[src/hw/rtl/pcwh_pkg.sv]
// ----------------------------------------------------------------------------
// pcwh_pkg: shared constants and types for the window height block
// Point store sizing, op codes and field widths.
// ----------------------------------------------------------------------------
package pcwh_pkg;
    localparam int MAX_POINTS = 4096;
    localparam int AW = $clog2(MAX_POINTS);
    localparam int CW = $clog2(MAX_POINTS + 1);
    localparam int DW = 24;
    // one memory word: x, y, height, height valid
    localparam int MW = 3 * DW + 1;
    localparam int SW = DW + CW;

    localparam logic [1:0] OP_CLEAR  = 2'd0;
    localparam logic [1:0] OP_APPEND = 2'd1;
    localparam logic [1:0] OP_QUERY  = 2'd2;
    localparam logic [1:0] OP_UNUSED = 2'd3;

    typedef struct packed {
        logic signed [SW-1:0] sum;
        logic [CW-1:0]        cnt;
    } t_div_req;
endpackage

[src/hw/rtl/pcwh_div.sv]
// ----------------------------------------------------------------------------
// pcwh_div: signed restoring divider
// One quotient bit per cycle, quotient truncated toward zero.
// ----------------------------------------------------------------------------
module pcwh_div (
    input  logic                         i_clk,
    input  logic                         i_rst_n,
    input  logic                         i_start,
    input  pcwh_pkg::t_div_req           i_req,
    output logic                         o_done,
    output logic signed [pcwh_pkg::DW-1:0] o_quot
);
    localparam int SW = pcwh_pkg::SW;
    localparam int CW = pcwh_pkg::CW;
    localparam int KW = $clog2(SW + 1);

    logic [SW-1:0] r_q, n_q;
    logic [CW:0]   r_rem, n_rem;
    logic [CW-1:0] r_den;
    logic          r_neg, r_busy, n_busy;
    logic [KW-1:0] r_k, n_k;
    logic [CW:0]   trial;

    always_comb begin
        n_q = r_q;
        n_rem = r_rem;
        n_busy = r_busy;
        n_k = r_k;
        trial = {r_rem[CW-1:0], r_q[SW-1]};
        if (r_busy) begin
            n_q = {r_q[SW-2:0], 1'b0};
            if (trial >= {1'b0, r_den}) begin
                n_rem = trial - {1'b0, r_den};
                n_q[0] = 1'b1;
            end else begin
                n_rem = trial;
            end
            n_k = r_k - 1'b1;
            if (r_k == KW'(1)) n_busy = 1'b0;
        end
    end

    always_ff @(posedge i_clk) begin
        if (!i_rst_n) begin
            r_busy <= 1'b0;
            o_done <= 1'b0;
        end else begin
            o_done <= r_busy && !n_busy;
            r_busy <= i_start ? 1'b1 : n_busy;
        end
        if (i_start) begin
            r_q <= i_req.sum[SW-1] ? SW'(-i_req.sum) : SW'(i_req.sum);
            r_neg <= i_req.sum[SW-1];
            r_den <= i_req.cnt;
            r_rem <= '0;
            r_k <= KW'(SW);
        end else begin
            r_q <= n_q;
            r_rem <= n_rem;
            r_k <= n_k;
        end
    end

    assign o_quot = r_neg ? -($signed(r_q[pcwh_pkg::DW-1:0]))
                          : $signed(r_q[pcwh_pkg::DW-1:0]);
endmodule

[config.mk]
export PLATFORM = sky130hd
export DESIGN_NAME = pcwh_div
export DESIGN_NICKNAME = d
export VERILOG_FILES = /design/src/hw/rtl/pcwh_pkg.sv /design/src/hw/rtl/pcwh_div.sv
export SDC_FILE = /design/constraint.sdc
export NUM_CORES = 1
export LEC_CHECK = 0
export BUFFER_PORTS_ARGS = -buffer_cell sky130_fd_sc_hd__buf_2
export CORE_UTILIZATION = 50
export DETAILED_ROUTE_END_ITERATION = 6
export PLACE_DENSITY = 0.72
export RECOVER_POWER = 100
export SYNTH_ARGS = -nofsm -noshare
export SYNTH_HDL_FRONTEND = slang
export SYNTH_SLANG_ARGS = --single-unit
[constraint.sdc]
create_clock -name i_clk -period 6.6 [get_ports i_clk]
set_clock_uncertainty 0.2 [all_clocks]
set_input_delay 0.99 -clock i_clk [delete_from_list [all_inputs] [get_ports i_clk]]
set_output_delay 0.99 -clock i_clk [all_outputs]
set_load 0.02 [all_outputs]
# Word-level counts from Yosys, hierarchy flattened

Cells that the tools add are included.

Register bits after elaboration: 72
Bits in latches: 0
Bits in writable memories: 0
Memory bits (read-only): 0
Input bits: 53
Output and inout bits: 25
Word-level logic and storage cells: 25
Memories kept: 0

Add/sub/neg operators: 4
Multiply operators: 0
Div/mod/pow operators: 0
Order comparisons: 1
Equality and inequality tests: 1
Shifts and indexed selects: 0
Muxes and demuxes: 9
Bitwise gates (word level): 0
Reductions and logical operators: 3

Operators with widths:

| kind                                                                | number |
|---|---|
| 37-bit two-way mux                                                  | 3 |
| 37-bit negator                                                      | 1 |
| 24-bit two-way mux                                                  | 1 |
| 24-bit negator                                                      | 1 |
| 14-bit by 13-bit >= comparator with 1-bit output                    | 1 |
| 13-bit two-way mux                                                  | 1 |
| 13-bit subtractor                                                   | 1 |
| 6-bit by 1-bit == test with 1-bit output (second input constant)    | 1 |
| 6-bit by 1-bit subtractor with 6-bit output (second input constant) | 1 |
| 1-bit two-way mux                                                   | 4 |
| 2-bit nonzero test                                                  | 1 |
| 1-bit logical AND                                                   | 1 |
| 1-bit zero test                                                     | 1 |

# Longest topological paths before layout

Gate-level depths: netlist of the first run.

Word-level depth: 5
Mapped depth: 10
Gate-level depth less buffers: 9

# Least setup slack after synthesis of the first run

Ideal clock, no wire load.

Kind: register to output
Start: register r_q[12]
End: output port o_quot[23] (netlist bit)
Arrival time: 2.471 ns
Data required time: 5.410 ns
Setup slack: 2.939 ns
Stages on the path, launching flop included: 6
Buffers on the path: 0
Path through: edfxtp_1 > or4_4 > or4_4 > or4_4 > o41ai_2 > xnor2_1

Longest elaborated chain between the ends: 2

Ends and longest elaborated chain:

| element                | line           | source |
|---|---|---|
| start, declared        | pcwh_div.sv:17 | `logic [SW-1:0] r_q, n_q;` |
| start signal, assigned | pcwh_div.sv:52 | `r_q <= i_req.sum[SW-1] ? SW'(-i_req.sum) : SW'(i_req.sum);` |
| start signal, assigned | pcwh_div.sv:58 | `r_q <= n_q;` |
| 24-bit negator         | pcwh_div.sv:64 | `assign o_quot = r_neg ? -($signed(r_q[pcwh_pkg::DW-1:0]))` |
| 24-bit two-way mux     | pcwh_div.sv:64 |  |
| end, declared          | pcwh_div.sv:11 | `output logic signed [pcwh_pkg::DW-1:0] o_quot` |

No other way between the ends.

==> impl_metrics.toml, run 1 <==
[hold_path]
hp-start = "r_rem[2]"
hold_class = "reg -> reg"

[floorplanning]
initial_core_util_pct = 52.0
die_y_um = 100
coreArea_um2 = 9330
ios = 78
die_area_um2 = 10100
rows = 35
chipWidth_um = 100

[timing]
fin_crit_sh_pct = 73.3
worst_pin_slew_ns = 2.59
rsz0062_at_grt = "false"
fin_tns_setup_ns = 0
layout_min_cycle_time_ns = 4.84
slew_headroom_pct = -72.6
finalHoldViolations = 0
finalSetupViolations = 0
slew_viol_final = 127
fin_ws_ns = 1.76
fmaxAchievable_mhz = 207

[critical_path]
required_ns = 6.62
crit_path_start_kind = "input port"
arrival_ns = 4.86
crit_family = "buffers and inverters"
cpMaxStageDelayCell = "clkbuf_1"
crit_chain = "clkbuf_1, clkbuf_1, nand2b_1, a21o_1, o21ai_0"
crit_path_max_fanout = 66
crit_type = "in -> reg"
max_stage_delay_ns = 1.93
critPathLaunch = "i_start"
reg2reg_from = "r_q[36]"
crit_buf_inv = 2
cpMostUsedCell = "clkbuf_1"
worstSetupEndpointType = "register"

[clock_network]
clock_latency_ns = 0.35
cts.path.max_buffers = 2
cts_root_buffer = "clkbuf_8"
h-tree-depth = 3
postCtsSetupBuffers = 0
clk_pin_slew_ns = 0.08
cts_resized = 0
cts.sinks = 72
holdBufCountCts = 0
cts_buffers = 9
cts_tree = "done"

[logic_synthesis]
ys_seq_elements = 72
ys_warn_count = 0
syn_area_um2 = 4850
syn_inst = 530
synth_nets = 601
synth_flop_cell = "edfxtp_1"
yosysUniqueCellTypes = 50
syn_area_per_cell_um2 = 9.15
ys_async_sr_fraction_pct = 0
synth_edf_count = 51
ys_seq_area_share_pct = 40.2

[global_route]
grt_max_degree = 67
antenna_found_initial = 0
grtUsageTotal_pct = 22.0
grt_pass1_vias = 3828
grt_pass1_wl_mm = 17.8
grt_overflow_total = 0

[power]
total_power_mw = 1.23
ir_drop_v = 0.000105
power_density_nw_per_um2 = 227
leakage_nw = 2.03

[detailed_routing]
drt_drc_violations_left = 0
num_vias = 4173
routed_wirelength_mm = 10.8
antenna_left = 0
routedWlPerCell_um = 15.0
first_pass_iters = 5
viasPerCell = 5.80
drt_iter0_markers = 314

[layout]
insertedDiodeCount = 0
nets = 656
areaGrowthSynthToFinish_pct = 11.9
drive_gt1_share_pct = 12.7

[status]
violations = "max-capacitance violations, max-slew violations"
status = "finished, violations left"

[placed_design]
globalplace.congestion = 0.929
dp_hpwl_mm = 7.84
dp_slack_ns = 2.73
io_buffers = 77

[job]
drv_cap = 3
==> layout make-up <==
cell class / instances / area, µm²
sequential: 72 / 1950
timing repair buffer: 80 / 367
multi-input combinational: 397 / 2650
clock inverter: 4 / 70.1
fill: 866 / 3900
clock buffer: 12 / 135
tap: 129 / 161
inverter: 25 / 93.8
==> kinds of logic after synthesis <==
family                     Yosys count  share of synthesized area (%)
AOI/OAI and AO/OA                  162                           22.1
and+or+nand+nor                    148                           15.4
DFF                                 72                           40.2
xor gates and xnor gates            67                           12.1
buffers and inverters               61                           4.98
adders and majority gates           18                           4.80
muxes                                2                          0.413
==> flip-flops by register name, indices dropped and copies added, names as in the netlist <==
name and cells:
r_rem 13, r_neg 1, r_den 13, r_busy 1, r_q 37, r_k 6
o_done 1
==> power breakdown <==
| group | internal, mW | total (mW) | switching [mW] |
|---|---|---|---|
| logic | 0.114 | 0.294 | 0.180 |
| registers | 0.534 | 0.569 | 0.0349 |
| clock network | 0.212 | 0.369 | 0.156 |
==> per-stage QoR <==
step / area (µm²) / cells / hold WS, ns / utilization, %
2_1_floorplan: 4850 / 530 / 0.253 / -
3_3_place_gp: 5290 / 703 / 0.280 / 56.7
3_5_place_dp: 5290 / 703 / 0.288 / 56.7
4_1_cts: 5490 / 719 / 0.297 / 58.9
5_1_grt: 5430 / 719 / 0.326 / 58.2
6_report: 5430 / 719 / 0.305 / 58.2
==> tightest hold or removal path, stage by stage (launching register included) <==
cell	delay, ns
dfxtp_1	0.35
nand2_1	0.06
o31ai_1	0.05
==> cells in the mapped netlist (all sizes together) (4+ instances only) <==
cell type   n  area share (%)
a21oi      54             5.6
inv        25             1.9
or2         6            0.77
nand2      23             1.8
ha         17             4.4
dfxtp      21             8.7
nor3        5            0.52
a211oi      4            0.62
a311oi      7             1.3
or3         8             1.0
xnor2      31             5.6
buf         6            0.72
nand2b      7            0.90
nand3      12             1.2
a32oi       5            0.90
o21ai      28             2.9
o31ai      23             3.6
edfxtp     51              32
xor2       36             6.5
nor2       57             4.4
a21o        5            0.77
o41ai      18             3.4
or4        15             2.6
nor4        4            0.52
clkbuf     30             2.3
==> path summary, 6_finish.rpt <==
check,to,slack (ns),depth (start not counted)
max,r_rem[12],1.76,5
min,r_rem[2],0.31,2
max reg2reg,r_rem[1],2.89,9
min reg2reg,r_rem[2],0.31,2
==> layout by cell type, fill, tap and decap left out, types with 4 or more instances in the layout <==
cell type  Yosys  final
xor2_1        36     36
buf_2          1     50
clkbuf_1      30     32
dfxtp_1       21     21
edfxtp_1      51     51
a311oi_1       7      7
inv_1         25     25
or2_2          6      6
ha_1          17     17
a21o_1         5      5
o31ai_1       23     23
o41ai_1       17     18
o21ai_0       28     28
or4_1         11     12
nor2_1        57     57
nand2b_1       7      7
nor4_1         4      4
nand2_1       23     23
nand3_1       12     12
or3_1          8      8
clkbuf_8       0      9
nor3_1         5      5
a21oi_1       54     54
a32oi_1        5      5
xnor2_1       31     31
==> layer usage <==
layer  global-route usage (%)  wire length [µm]  vias to the layer above
met4                     9.25               197                        0
met1                     29.4              4870                     1946
met5                        0                 0                        -
met2                     36.3              5170                      133
met3                     2.64               548                       18
li1                         -                 -                     2076
No activity file was read; power rests on OpenSTA's default activity.
==> run 2: changes to the inputs <==
--- a/config.mk
+++ b/config.mk
@@ -5,10 +5,11 @@
 export SDC_FILE = /design/constraint.sdc
 export NUM_CORES = 1
 export LEC_CHECK = 0
+export ABC_AREA = 1
 export BUFFER_PORTS_ARGS = -buffer_cell sky130_fd_sc_hd__buf_2
 export CORE_UTILIZATION = 50
 export DETAILED_ROUTE_END_ITERATION = 6
-export PLACE_DENSITY = 0.72
+export PLACE_DENSITY = 0.74
 export RECOVER_POWER = 100
 export SYNTH_ARGS = -nofsm -noshare
 export SYNTH_HDL_FRONTEND = slang
==> constraint.sdc (replaced) <==
create_clock -name i_clk -period 4.1 [get_ports i_clk]
set_clock_uncertainty 0.2 [all_clocks]
set_input_delay 0.615 -clock i_clk [delete_from_list [all_inputs] [get_ports i_clk]]
set_output_delay 0.615 -clock i_clk [all_outputs]
set_load 0.02 [all_outputs]
==> run 2 against run 1 <==
The flow still finishes with violations (max-capacitance violations, max-slew violations). Total power is 58% higher. Setup slack worse by 0.95 ns. Clock-buffer cell count is 2 lower. Design area is 9.8% higher. Via count is 25% higher. Combinational power is 51% higher. Largest power group unchanged.
==> impl_metrics.toml, run 2 <==
[status]
status = "finished, violations left"
violations = "max-capacitance violations, max-slew violations"

[logic_synthesis]
synth_edf_count = 51
synth_most_common_cell = "nand2_1"
synth_top_area_cell = "edfxtp_1"
synth_flop_cell = "edfxtp_1"
ys_seq_area_share_pct = 36.5
ys_warn_count = 0
syn_area_per_cell_um2 = 6.90
ys_async_sr_fraction_pct = 0
synthTopCellsByCount = "nand2_1, nor2_1, inv_1"
ys_seq_elements = 72
yosysUniqueCellTypes = 40
syn_area_um2 = 5340
synthTopCellsByArea = "edfxtp_1, nand2_1, nor2_1"
synth_nets = 845
synth_top_cell_area_share_pct = 28.7
syn_inst = 774

[critical_path]
worstSetupEndpointType = "register"
crit_buf_inv = 2
r2r_cells = 14
max_stage_delay_ns = 0.96
crit_family = "buffers and inverters"
cpMaxStageDelayCell = "clkbuf_1"
crit_path_max_fanout = 33
crit_path_start_kind = "input port"
crit_chain = "clkbuf_1, clkinv_1, a21oi_1, o21ai_0, nand3_1, o21ai_0"
cp.depth = 6
crit_type = "in -> reg"
cpMostUsedCell = "o21ai_0"
required_ns = 3.97
arrival_ns = 3.16

[detailed_routing]
viasPerCell = 5.31
antenna_left = 0
routedWlPerCell_um = 13.8
drt_iter0_markers = 350
first_pass_iters = 5
drt_drc_violations_left = 0
routed_wirelength_mm = 13.6
num_vias = 5236

[placed_design]
dp_hpwl_mm = 10.4
place_area_um2 = 5830
dp_slack_ns = 1.31
io_buffers = 77
globalplace.congestion = 0.940
dp_cells = 970

[global_route]
grt_max_degree = 48
grt_pass1_vias = 4785
grtUsageTotal_pct = 25.4
antenna_found_initial = 0
grt_overflow_total = 0
grt_pass1_wl_mm = 22.5

[clock_network]
cts_resized = 0
clock_latency_ns = 0.35
postCtsSetupBuffers = 0
cts_buffers = 9
cts_root_buffer = "clkbuf_8"
h-tree-depth = 3
cts.sinks = 72
holdBufCountCts = 0
cts.path.max_buffers = 2
clk_pin_slew_ns = 0.09
cts_tree = "done"

[timing]
fin_crit_sh_pct = 80.3
fmaxAchievable_mhz = 304
rsz0062_at_grt = "false"
hold-worst-slack_ns = 0.234
fin_tns_setup_ns = 0
fin_ws_ns = 0.808
slew_viol_final = 39
finalSetupViolations = 0
worst_pin_slew_ns = 2.08
slew_headroom_pct = -38.5
finalHoldViolations = 0
layout_min_cycle_time_ns = 3.29

[layout]
insertedDiodeCount = 0
regMostFlops = "r_q"
fin_util_pct = 57.8
nets = 916
top_regs = "r_q (37), r_den (13), r_rem (13)"
drive_gt1_share_pct = 9.53
stdcell_count = 986
layout_common_cells = "nand2_1, nor2_1, inv_1"
layout_commonest_cell = "nand2_1"
final_area_um2 = 5960
areaGrowthSynthToFinish_pct = 11.6
largest_reg_flops = 37

[power]
leakage_nw = 2.71
total_power_mw = 1.94
power_density_nw_per_um2 = 326
ir_drop_v = 0.000149

[floorplanning]
die_y_um = 105
die_area_um2 = 11100
rows = 37
initial_core_util_pct = 51.8
ios = 78
chipWidth_um = 105
coreArea_um2 = 10300

[job]
drv_cap = 1

[hold_path]
whs_path_depth = 1
hold_class = "in -> reg"
-- run 2: cell count changes after synthesis, moves of 13 or more --
cell	before	now
o31ai_1	23	1
clkbuf_1	30	14
nor2_1	57	126
a21oi_1	54	21
inv_1	25	79
nand2_1	23	235
o41ai_1	17	0
nand3_1	12	55
xnor2_1	31	18
-- run 2: layer usage --
metal	vias up	share of wire (%)	global-route usage (%)
met1	2414	47	36.3
met4	0	1.2	6.74
met5	-	0	0
met3	16	7.1	3.83
met2	179	45	39.9
li1	2627	-	-
-- run 2: worst reg2reg max path: stages, from the launching register on --
cell	delay, ns
edfxtp_1	0.40
inv_1	0.07
ha_1	0.15
inv_1	0.08
fa_1	0.44
nand3_1	0.11
nand2_1	0.12
nand2_1	0.08
nand2_1	0.09
nand2_2	0.08
nand3_1	0.67
nor2_1	0.33
nor2_1	0.08
nand2_1	0.08
nand2_1	0.04
-- run 2: cell type report --
cell class	instances	area, µm²
Sequential cell	72	1950
Fill cell	1000	4360
Clock buffer	10	138
Clock inverter	6	66.3
Inverter	80	300
Tap cell	136	170
Timing Repair Buffer	81	375
Multi-Input combinational cell	601	2960
-- run 2: cell families after synthesis --
kind of cell | share of synthesized area [%]
compound gates | 7.84
xor+xnor | 7.87
fa+ha+maj | 4.35
buf+inv | 7.42
simple gates | 36.0
flops | 36.5
-- run 2: worst paths after layout --
check	start	to	slack, ns
setup / recovery	i_req[49]	r_q[17]	0.81
hold / removal	i_req[4]	r_den[4]	0.23
setup reg to reg	r_q[36]	r_rem[0]	0.99
hold reg to reg	r_rem[6]	r_rem[6]	0.28
-- run 2: where the power goes --
part | switching [mW] | internal, mW
registers | 0.0501 | 0.852
clock network | 0.292 | 0.301
logic | 0.300 | 0.145
total | 0.642 | 1.30
