File: config.mk
export PLATFORM = sky130hd
export DESIGN_NAME = pcwh_ram
export DESIGN_NICKNAME = d
export VERILOG_FILES = /design/src/hw/rtl/pcwh_ram.sv
export SDC_FILE = /design/constraint.sdc
export NUM_CORES = 1
export LEC_CHECK = 0
export BUFFER_PORTS_ARGS = -buffer_cell sky130_fd_sc_hd__buf_2
export CORE_MARGIN = 2
export CORE_UTILIZATION = 50
export CTS_CLUSTER_DIAMETER = 80
export DETAILED_ROUTE_END_ITERATION = 7
export PLACE_DENSITY = 0.74
export SYNTH_ARGS = -nofsm -noshare
export SYNTH_HDL_FRONTEND = slang
export SYNTH_SLANG_ARGS = --single-unit
File: constraint.sdc
create_clock -name i_clk -period 3.1 [get_ports i_clk]
set_clock_uncertainty 0.1 [all_clocks]
set_input_delay 0.31 -clock i_clk [delete_from_list [all_inputs] [get_ports i_clk]]
set_output_delay 0.31 -clock i_clk [all_outputs]
set_load 0.03 [all_outputs]
File: src/hw/rtl/pcwh_ram.sv
// ----------------------------------------------------------------------------
// pcwh_ram: generic single-port RAM
// One write or one read per cycle, registered read data.
// ----------------------------------------------------------------------------
module pcwh_ram #(
    parameter int WIDTH = 8,
    parameter int DEPTH = 16
) (
    input  logic                     i_clk,
    input  logic                     i_we,
    input  logic [$clog2(DEPTH)-1:0] i_addr,
    input  logic [WIDTH-1:0]         i_wdata,
    output logic [WIDTH-1:0]         o_rdata
);
    logic [WIDTH-1:0] r_mem [DEPTH];

    always_ff @(posedge i_clk) begin
        if (i_we) begin
            r_mem[i_addr] <= i_wdata;
        end
        o_rdata <= r_mem[i_addr];
    end
endmodule

## Yosys cells after proc, flatten, opt, wreduce, memory -nomap -nowiden

Memories as Yosys holds them, arrays and structs flattened. A register that Yosys moved wholly into a read port is not among the register bits.
Cells that the tools add are included.

| word-level totals | value |
|---|---|
| output and inout port bits | 8 |
| flip-flop bits (word level) | 0 |
| memories | 1 |
| RAM bits | 128 |
| logic and storage cells | 3 |

| cells by class | value |
|---|---|
| muxes and demuxes | 2 |

Memories:

| memory | words | width | read ports | clocked after memory_dff | wr ports | RTL line | source |
|---|---|---|---|---|---|---|---|
| r_mem | 16 | 8 | 1 | 1 | 1 | 15 | `logic [WIDTH-1:0] r_mem [DEPTH];` |

Operator list:

| cell | number |
|---|---|
| 1-bit 2-to-1 mux | 2 |

## Longest topological paths before layout

Gate-level depths: netlist (run 1).

| logic depth | value |
|---|---|
| depth after elaboration | 2 |
| depth in mapped cells | 5 |
| depth with buffers taken out | 3 |

## Worst setup path after synthesis (run 1)

No wires, ideal clock.

| timing path | value |
|---|---|
| path type | input-to-reg |
| start point | input i_addr[2] |
| end point | memory r_mem[0][0], enable pin |
| arrival | 1420 ps |
| buffers on the path | 0 |
| setup slack | 1197 ps |
| setup time | 383 ps |
| cell stages on the path | 2 |
| cells stage by stage | or3b_2 nor3_1 |

RTL lines:

| what | RTL line | source |
|---|---|---|
| start, declared | 11 | `input logic [$clog2(DEPTH)-1:0] i_addr,` |
| end, declared | 15 |  |

Straight into the memory's write port.

==> summary.md, run 1 <==
| Metric | Value |
|---|---|
| Critical Path Max Stage Delay | 0.63 ns |
| Row cnt | 36 |
| Gate Count Post-Synth | 230 |
| Register area | 4000 sq um |
| Worst-path cell chain | buf_2, buf_4, mux4_2, a22oi_1, nand2_1 |
| Pwr/cell area | 700 nW/um^2 |
| Max Root-Sink Buffers | 2 |
| Worst Path Buf+Inv | 2 |
| Hold path startpoint | i_wdata[7] |
| Leakage | 1.97 nW |
| Total GRT Usage | 20.0% |
| Multi-input logic area | 1000 sq um |
| Routability congestion estimate | 0.790 |
| Initial antenna violation count | 0 |
| Status | finished, final reports clean |
| Commonest cells after routing, fill and taps aside | 128 x edfxtp_1, 32 x mux4_2, 21 x buf_2 |
| Chip width | 105 microns |
| Clk pwr share | 45.4% |
| Netlist cell types | 18 |
| Die height | 105 microns |
| ANT cells | 0 |
| Die area | 11000 sq um |
| RSZ-0062 raised after global routing | no |
| CTS tree | built |
| Post-synthesis sequential area ratio | 79.0% |
| Fin nets | 289 |
| FF+latch count, synth | 136 |
| CTS root buffer | clkbuf_8 |
| Clk sinks | 136 |
| Peak supply drop | 0.000396 V |
| Std-Cell Core Area | 9820 sq um |
| Relative slew margins | 44.8% |
| Pin count of the biggest net entering global routing | 29 |
| Fill count | 702 |
| Share of layout cells above drive strength 1 | 35.4% |
| CP delay by family, top | buffers and inverters |
| Post-DP HPWL | 6260 microns |
| Critical Path Sink Type | register |
| Total wire length | 10000 microns |
| P&R area growth vs syn | 17.8% |
| WS Path Type | input port to register |
| Worst-path clk slew | 0.06 ns |
| Setup crit start | i_addr[0] |
| Worst Path Max Fanout | 28 |
| Critical Path Slowest Stage Cell | buf_2 |
| Final Max Tran Viols | 0 |
| Post-route ant nets | 0 |
| DR DRC count | 0 |
| Cts hold-fix bufs | 0 |
| Final Hold Viols | 0 |
| Req. time, crit path | 3.39 ns |
| Avg Cell Area, Syn | 22.0 sq um |
| Max_cap viols | 0 |
| Vias | 2413 |
| Final min period | 1.94 ns |
| Crit share post-route | 62.5% |
| Sw Pwr | 900 uW |
| First drt pass iteration count | 4 |
| YS warnings | 0 |
| R2r startpoint | r_mem[6][5]$_DFFE_PP_ |
| CP arrival | 2.23 ns |
| DRT iter0 DRCs | 239 |
| FMAX | 516 MHz |
| Overflow after GRT | 0 |
| Final Setup Violations | 0 |
| Commonest non-fill, non-tap cell in the layout | edfxtp_1 |
| DR WL/cell | 23.8 microns |
| Post-CTS resize count | 0 |
| Switch share | 21.5% |
| Internal power | 3.28 mW |
| First-pass GRT wire length | 15300 microns |
| Share of power burned in registers | 49.5% |
| Net Count, Synth | 244 |
| Setup tns final | 0 ns |
| Post-CTS Setup Inserts | 0 |
| Cts bufs inserted | 17 |
| Clk Latency, worst-skew pair | 0.52 ns |
| H-tree depth | 4 |
| Vias in the first global route | 2581 |
| IO Port Bufs | 21 |
| Synthesized area | 5070 sq um |
| Vias per Instance | 5.73 |
| Final core utilization | 60.8% |
| Initial core utilization | 51.6% |
| Worst-margin pin slew | 0.829 ns |
| CP Launch Type | input port |
| Worst Hold Class | input port to register |
| Comb power frac | 5.1% |
| Top Ports | 22 |
==> final cells by class <==
class	count	share of cell area (%)
repair buffers	37	3.77
well taps	133	2.79
clock buffers	17	6.94
flip-flops and latches	136	67.1
multi-input cells	83	16.8
clock inverters	15	2.58
==> through the flow <==
stage / cells / cell area [sq um] / power (mW) / hold slack, ns / setup slack [ns]
final: 421 / 5970 / 4.18 / 0.0804 / 1.16
after global routing: 421 / 5970 / 4.30 / 0.0836 / 1.00
after CTS: 421 / 5970 / 4.21 / 0.0800 / 1.12
after detailed placement: 389 / 5400 / 2.32 / 0.585 / 0.586
after global placement: 389 / 5400 / 2.31 / 0.551 / 0.695
after floorplan: 230 / 5070 / 2.23 / 0.309 / 1.20
==> cells in the mapped netlist <==
cell	number	share of area [%]
edfxtp_1	128	76
mux4_2	32	14
a22oi_1	16	2.4
nor2_1	13	0.96
nand2_1	9	0.67
dfxtp_1	8	3.2
buf_1	4	0.30
nor3_1	4	0.40
buf_2	2	0.20
buf_6	2	0.44
clkbuf_1	2	0.15
nand2b_1	2	0.25
nand3b_1	2	0.30
nor2b_1	2	0.25
and2_1	1	0.12
clkbuf_2	1	0.099
nand3_1	1	0.099
or3b_2	1	0.17
==> logic make-up (layout without fill, tap and decap cells) <==
kind of cell | after synthesis | after routing | share of synthesized area (%)
and+or+nand+nor | 35 | 35 | 3.21
buffers and inverters | 11 | 69 | 1.19
muxes | 32 | 32 | 14.2
AOI/OAI and AO/OA | 16 | 16 | 2.37
DFF | 136 | 136 | 79.0
==> worst paths after layout <==
path                            end  slack, ns  cells past startpoint
max              o_rdata[5]$_DFF_P_       1.16                      5
min          r_mem[13][7]$_DFFE_PP_       0.08                      1
max reg2reg      o_rdata[5]$_DFF_P_       1.51                      3
min reg2reg      o_rdata[7]$_DFF_P_       0.59                      3
==> routing by layer <==
layer	GRT usage [%]	vias to the layer above	share of wire, %
li1	-	1053	-
met1	25.2	1239	40
met2	33.4	106	52
met3	5.55	15	6.6
met4	7.81	0	1.7
met5	0	-	0
==> power groups by stage <==
stage	Sequential, mW	Clock, mW	Combinational, mW
2_1_floorplan	2.13	0	0.106
3_3_place_gp	2.10	0	0.208
3_5_place_dp	2.11	0	0.216
4_1_cts	2.07	1.92	0.217
5_1_grt	2.07	2.00	0.229
6_report	2.07	1.89	0.215
==> registers in the layout, indices dropped and copies added (netlist names) <==
signal	cells
r_mem	128
o_rdata	8
Note: power is estimated with default switching activity, not from simulation.
==> run 2, diff against run 1 <==
==> constraint.sdc (replaced) <==
create_clock -name i_clk -period 1.9 [get_ports i_clk]
set_clock_uncertainty 0.1 [all_clocks]
set_input_delay 0.19 -clock i_clk [delete_from_list [all_inputs] [get_ports i_clk]]
set_output_delay 0.19 -clock i_clk [all_outputs]
set_load 0.03 [all_outputs]
==> run 2 against run 1 <==
  * Sequential share of layout area is 1.9 points lower
  * Utilization increased by 1.8 points
  * Combinational power grew 74%
  * Critical endpoint is now o_rdata[0]$_DFF_P_
==> summary.md, run 2 (synthesis gave the netlist of run 1 again) <==
| Metric | Value |
|---|---|
| CP arrival | 1.78 ns (was 2.23 ns) |
| Worst Hold Class | input port to register (unchanged) |
| Commonest non-fill, non-tap cell in the layout | edfxtp_1 (unchanged) |
| Overflow after GRT | 0 (unchanged) |
| CTS root buffer | clkbuf_8 (unchanged) |
| Share of power burned in registers | 49.1% (was 49.5%) |
| Crit share post-route | 79.4% |
| Pin count of the biggest net entering global routing | 24 (was 29) |
| Fin nets | 303 (was 289) |
| Internal power | 5.39 mW (was 3.28 mW) |
| Area of placed instances | 5490 sq um (was 5400 sq um) |
| Req. time, crit path | 2.18 ns (was 3.39 ns) |
| DRT iter0 DRCs | 190 (was 239) |
| Final core utilization | 62.5% (was 60.8%) |
| WS Path Type | register to register (was input port to register) |
| Top flop regs | r_mem (128), o_rdata (8) (unchanged) |
| CTS tree | built (unchanged) |
| Cell Count, Final, Fillers Out | 434 (was 421) |
| Worst-path clk slew | 0.07 ns (was 0.06 ns) |
| Setup tns final | 0 ns (unchanged) |
| Vias per Instance | 5.62 (was 5.73) |
| Relative slew margins | 57.8% (was 44.8%) |
| Worst-margin pin slew | 0.631 ns (was 0.829 ns) |
| RSZ-0062 raised after global routing | no (unchanged) |
| Final min period | 1.51 ns |
| Die area | 11000 sq um (unchanged) |
| Post-DP HPWL | 6030 microns (was 6260 microns) |
| Initial antenna violation count | 0 (unchanged) |
| Routability congestion estimate | 0.737 (was 0.790) |
| P&R area growth vs syn | 21.2% (was 17.8%) |
| Chip width | 105 microns (unchanged) |
| Critical Path Sink Type | register (unchanged) |
| Worst hold slack | 0.207 ns (was 0.0804 ns) |
| Cts bufs inserted | 17 (unchanged) |
| Max_cap viols | 0 (unchanged) |
| Std-Cell Core Area | 9820 sq um (unchanged) |
| Final Setup Violations | 0 (unchanged) |
| DR DRC count | 0 (unchanged) |
| Sw Pwr | 1.48 mW (was 900 uW) |
| Vias | 2437 (was 2413) |
| Critical Path Slowest Stage Cell | mux4_2 (was buf_2) |
| Design area | 6140 sq um (was 5970 sq um) |
| First drt pass iteration count | 4 (unchanged) |
| Total wire length | 9490 microns (was 10000 microns) |
| Leakage | 2.06 nW (was 1.97 nW) |
| First-pass GRT wire length | 15100 microns (was 15300 microns) |
| IO Port Bufs | 21 (unchanged) |
| Vias in the first global route | 2683 (was 2581) |
| Clk Latency, worst-skew pair | 0.52 ns (about the same) |
| Worst-path cell chain | mux4_2, a22oi_1, nand2_1 (was buf_2, buf_4, mux4_2, a22oi_1, nand2_1) |
| FMAX | 663 MHz |
| H-tree depth | 4 (unchanged) |
| Max Root-Sink Buffers | 2 (unchanged) |
| DR WL/cell | 21.9 microns (was 23.8 microns) |
| Peak supply drop | 0.000503 V (was 0.000396 V) |
| Share of layout cells above drive strength 1 | 35.2% (was 35.4%) |
| Initial core utilization | 51.6% (unchanged) |
| Row cnt | 36 (unchanged) |
| ANT cells | 0 (unchanged) |
| Die height | 105 microns (unchanged) |
| Clk sinks | 136 (unchanged) |
| Final Max Tran Viols | 0 (unchanged) |
| Pwr/cell area | 1120 nW/um^2 (was 700 nW/um^2) |
| Max reg flops | 128 (unchanged) |
| Most flops, register | r_mem (unchanged) |
| Comb power frac | 5.4% (was 5.1%) |
| CP Launch Type | register (was input port) |
| Total GRT Usage | 19.1% (was 20.0%) |
| Switch share | 21.6% (was 21.5%) |
| Clk pwr share | 45.4% (about the same) |
| Post-route ant nets | 0 (unchanged) |
| Status | finished, final reports clean (unchanged) |
| Worst Path Max Fanout | 1 (was 28) |
| Top Ports | 22 (unchanged) |
| Final Hold Viols | 0 (unchanged) |
| # placed instances | 395 (was 389) |
| Post-CTS resize count | 0 (unchanged) |
| Commonest cells after routing, fill and taps aside | 128 x edfxtp_1, 32 x mux4_2, 21 x buf_2 (unchanged) |
| Critical Path Max Stage Delay | 0.47 ns (was 0.63 ns) |
[run 2: cell count changes in the layout (fill, tap and decap cells not counted), sizes merged]
cell	before	now
clkbuf	17	18
buf	37	43
clkinvlp	4	2
dlygate4sd3	0	8
inv	2	3
clkinv	7	6
[run 2: repair_timing]
item,4_1_cts,5_1_grt
endpoints found under the hold margin,128,0
hold buffers,8,0
endpoints found under the setup margin,0,0
buffers inserted,0,0
[run 2: power by group through the flow]
stage	clock network (mW)	logic, mW	registers (mW)
after floorplan	0	0.173	3.47
after global placement	0	0.349	3.43
after detailed placement	0	0.359	3.43
after CTS	3.16	0.377	3.37
after global routing	3.31	0.403	3.38
final	3.12	0.374	3.37
[run 2: worst max-delay path: cells and delay by family, from the launching register on]
family | cells | cell delay (ns)
AOI/OAI and AO/OA | 1 | 0.27
muxes | 1 | 0.47
and+or+nand+nor | 1 | 0.17
DFF | 1 | 0.35
[run 2: worst paths after layout]
| kind | start | end | slack [ns] | cells past startpoint |
|---|---|---|---|---|
| max | r_mem[11][0]$_DFFE_PP_ | o_rdata[0]$_DFF_P_ | 0.39 | 3 |
| min | i_addr[1] | o_rdata[7]$_DFF_P_ | 0.21 | 4 |
| max reg2reg | r_mem[11][0]$_DFFE_PP_ | o_rdata[0]$_DFF_P_ | 0.39 | 3 |
| min reg2reg | r_mem[12][6]$_DFFE_PP_ | o_rdata[6]$_DFF_P_ | 0.58 | 3 |
[run 2: stage by stage]
| step | power (mW) | worst slack (ns) |
|---|---|---|
| after global routing | 7.09 | 0.348 |
| after global placement | 3.78 | 0.211 |
| final | 6.87 | 0.392 |
| after floorplan | 3.64 | 0.117 |
| after detailed placement | 3.79 | 0.212 |
| after CTS | 6.92 | 0.407 |
[run 2: routing by layer]
metal	GRT usage (%)	part of all wire [%]	up-vias	wire (microns)
li1	-	-	1082	-
met5	0	0	-	0
met4	8.48	2.1	0	197
met1	23.0	40	1274	3820
met3	5.36	3.8	13	361
met2	32.3	54	68	5120
[run 2: area by class of cell]
| cell class | count | area [sq um] |
|---|---|---|
| Tap cell | 133 | 166 |
| Multi-Input combinational cell | 83 | 1000 |
| Clock inverter | 13 | 149 |
| Timing Repair Buffer | 51 | 400 |
| Fill cell | 697 | 3680 |
| Clock buffer | 18 | 418 |
| Sequential cell | 136 | 4000 |
==> run 3, diff against run 2 <==
--- a/config.mk
+++ b/config.mk
@@ -10,7 +10,7 @@
 export CORE_UTILIZATION = 50
 export CTS_CLUSTER_DIAMETER = 80
 export DETAILED_ROUTE_END_ITERATION = 7
-export PLACE_DENSITY = 0.74
+export PLACE_DENSITY = 0.76
 export SYNTH_ARGS = -nofsm -noshare
 export SYNTH_HDL_FRONTEND = slang
 export SYNTH_SLANG_ARGS = --single-unit
==> constraint.sdc (replaced) <==
create_clock -name i_clk -period 1.3 [get_ports i_clk]
set_clock_uncertainty 0.1 [all_clocks]
set_input_delay 0.13 -clock i_clk [delete_from_list [all_inputs] [get_ports i_clk]]
set_output_delay 0.13 -clock i_clk [all_outputs]
set_load 0.03 [all_outputs]
==> run 3 against run 2 <==
  * The flow now finishes with violations (setup timing)
  * Critical path depth did not move
  * Clock-buffer cell count did not move
  * Die area unchanged
  * Fmax rose by 6.7%
  * Total power grew 50%
  * Worst hold slack lost 0.012 ns
  * Sequential power rose by 47%
  * Setup slack lost 0.51 ns
  * Flip-flop and latch count stayed put
  * Critical path type unchanged
==> summary.md, run 3 (synthesis gave the netlist of run 1 again) <==
| Metric | Value |
|---|---|
| DR DRC count | 0 (unchanged) |
| Final Hold Viols | 0 (unchanged) |
| Status | complete, but fails checks (was finished, final reports clean) |
| Total Power | 10.3 mW (was 6.87 mW) |
| CP Launch Type | register (unchanged) |
| Total wire length | 10500 microns (was 9490 microns) |
| DR WL/cell | 22.9 microns (was 21.9 microns) |
| Routability congestion estimate | 0.842 (was 0.737) |
| Post-CTS Setup Inserts | 0 (unchanged) |
| Total GRT Usage | 20.6% (was 19.1%) |
| Std-Cell Core Area | 9820 sq um (unchanged) |
| Leakage | 2.23 nW (was 2.06 nW) |
| Relative slew margins | 29.9% (was 57.8%) |
| First-pass GRT wire length | 15900 microns (was 15100 microns) |
| Clk sinks | 136 (unchanged) |
| Pwr/cell area | 1550 nW/um^2 (was 1120 nW/um^2) |
| Die height | 105 microns (unchanged) |
| Share of power burned in registers | 48.0% (was 49.1%) |
| Chip width | 105 microns (unchanged) |
| Fin nets | 328 (was 303) |
| First drt pass iteration count | 4 (unchanged) |
| Post-route ant nets | 0 (unchanged) |
| CTS tree | built (unchanged) |
| DRT iter0 DRCs | 167 (was 190) |
| Critical Path Sink Type | register (unchanged) |
| Most flops, register | r_mem (unchanged) |
| Worst-path clk slew | 0.06 ns (was 0.07 ns) |
| Worst Hold Class | input port to register (unchanged) |
| Commonest non-fill, non-tap cell in the layout | edfxtp_1 (unchanged) |
| Vias in the first global route | 2727 (was 2683) |
| Failing checks | setup timing |
| CTS root buffer | clkbuf_8 (unchanged) |
| Max reg flops | 128 (unchanged) |
| Post-DP HPWL | 6520 microns (was 6030 microns) |
| Design area | 6630 sq um (was 6140 sq um) |
| CP arrival | 1.72 ns (was 1.78 ns) |
| Final Setup Violations | 9 (was 0) |
| Vias | 2629 (was 2437) |
| Pin count of the biggest net entering global routing | 19 (was 24) |
| FMAX | 707 MHz (was 663 MHz) |
| H-tree depth | 4 (unchanged) |
| Cts bufs inserted | 17 (unchanged) |
| Initial antenna violation count | 0 (unchanged) |
| Commonest cells after routing, fill and taps aside | 128 x edfxtp_1, 37 x buf_4, 32 x mux4_2 (was 128 x edfxtp_1, 32 x mux4_2, 21 x buf_2) |
| Peak supply drop | 0.000735 V (was 0.000503 V) |
| Max Root-Sink Buffers | 2 (unchanged) |
| Internal power | 8.13 mW (was 5.39 mW) |
| Initial core utilization | 51.6% (unchanged) |
| Overflow after GRT | 0 (unchanged) |
| Final Max Tran Viols | 0 (unchanged) |
| Switch share | 21.1% (was 21.6%) |
| Final min period | 1.41 ns (was 1.51 ns) |
| Vias per Instance | 5.72 (was 5.62) |
| Top flop regs | r_mem (128), o_rdata (8) (unchanged) |
| Die area | 11000 sq um (unchanged) |
| Setup slack after layout | -0.114 ns (was 0.392 ns) |
| Comb power frac | 6.5% (was 5.4%) |
| Worst-margin pin slew | 1.05 ns (was 0.631 ns) |
| Sw Pwr | 2.17 mW (was 1.48 mW) |
| Req. time, crit path | 1.61 ns (was 2.18 ns) |
| Area of placed instances | 5900 sq um (was 5490 sq um) |
| IO Port Bufs | 21 (unchanged) |
| Max_cap viols | 0 (unchanged) |
| Top Ports | 22 (unchanged) |
| Row cnt | 36 (unchanged) |
| P&R area growth vs syn | 30.9% (was 21.2%) |
| Crit share post-route | 109% (was 79.4%) |
| ANT cells | 0 (unchanged) |
| Clk Latency, worst-skew pair | 0.52 ns (about the same) |
| Clk pwr share | 45.6% (was 45.4%) |
| Share of layout cells above drive strength 1 | 48.6% (was 35.2%) |
| RSZ-0062 raised after global routing | yes (was no) |
| Worst Path Max Fanout | 1 (unchanged) |
| WS Path Type | register to register (unchanged) |
run 3: critical path: stages (launching register included):
cell	delay [ns]
edfxtp_1	0.37
mux4_2	0.50
a22oi_2	0.24
nand2_1	0.09
run 3: layout make-up:
| cell class | count | area, sq um |
|---|---|---|
| sequential | 136 | 4010 |
| fill | 631 | 3190 |
| multi-input combinational | 83 | 1180 |
| timing repair buffer | 76 | 691 |
| clock buffer | 18 | 418 |
| clock inverter | 14 | 171 |
| tap | 133 | 166 |
run 3: power groups by stage:
stage,Sequential [mW],Combinational [mW],Clock (mW)
2_1_floorplan,5.07,0.297,0
4_1_cts,4.94,0.654,4.74
5_1_grt,4.94,0.708,4.96
3_3_place_gp,5.02,0.600,0
3_5_place_dp,5.03,0.610,0
6_report,4.94,0.665,4.70
run 3: worst paths after layout:
path | slack (ns) | cells past startpoint | end | start
worst min register to register | 0.58 | 3 | o_rdata[3]$_DFF_P_ | r_mem[12][3]$_DFFE_PP_
worst max register to register | -0.11 | 3 | o_rdata[6]$_DFF_P_ | r_mem[2][6]$_DFFE_PP_
worst max-delay path | -0.11 | 3 | o_rdata[6]$_DFF_P_ | r_mem[2][6]$_DFFE_PP_
worst min-delay path | 0.19 | 4 | r_mem[2][1]$_DFFE_PP_ | i_addr[2]
run 3: routing by layer:
layer	up-vias	track usage, %	wire, microns
met3	10	4.49	398
met2	78	34.0	5580
met4	0	7.90	151
met5	-	0	0
li1	1135	-	-
met1	1406	27.0	4400
run 3: what timing repair did:
item	in CTS	in global routing
gates resized for setup	9	6
endpoints found under the setup margin	11	9
pin swaps	4	4
hold buffers	8	0
hold endpoints to repair	128	0
run 3: stage by stage:
step | util (%) | hold slack, ns | worst slack [ns] | setup TNS, ns | std cells
after floorplan | - | 0.129 | -0.0687 | -1.99 | 230
after global placement | 60.1 | 0.416 | -0.341 | -15.81 | 420
after detailed placement | 60.1 | 0.427 | -0.358 | -16.87 | 420
after CTS | 67.2 | 0.167 | -0.115 | -0.724 | 460
after global routing | 67.5 | 0.186 | -0.131 | -0.886 | 460
final | 67.5 | 0.195 | -0.114 | -0.611 | 460
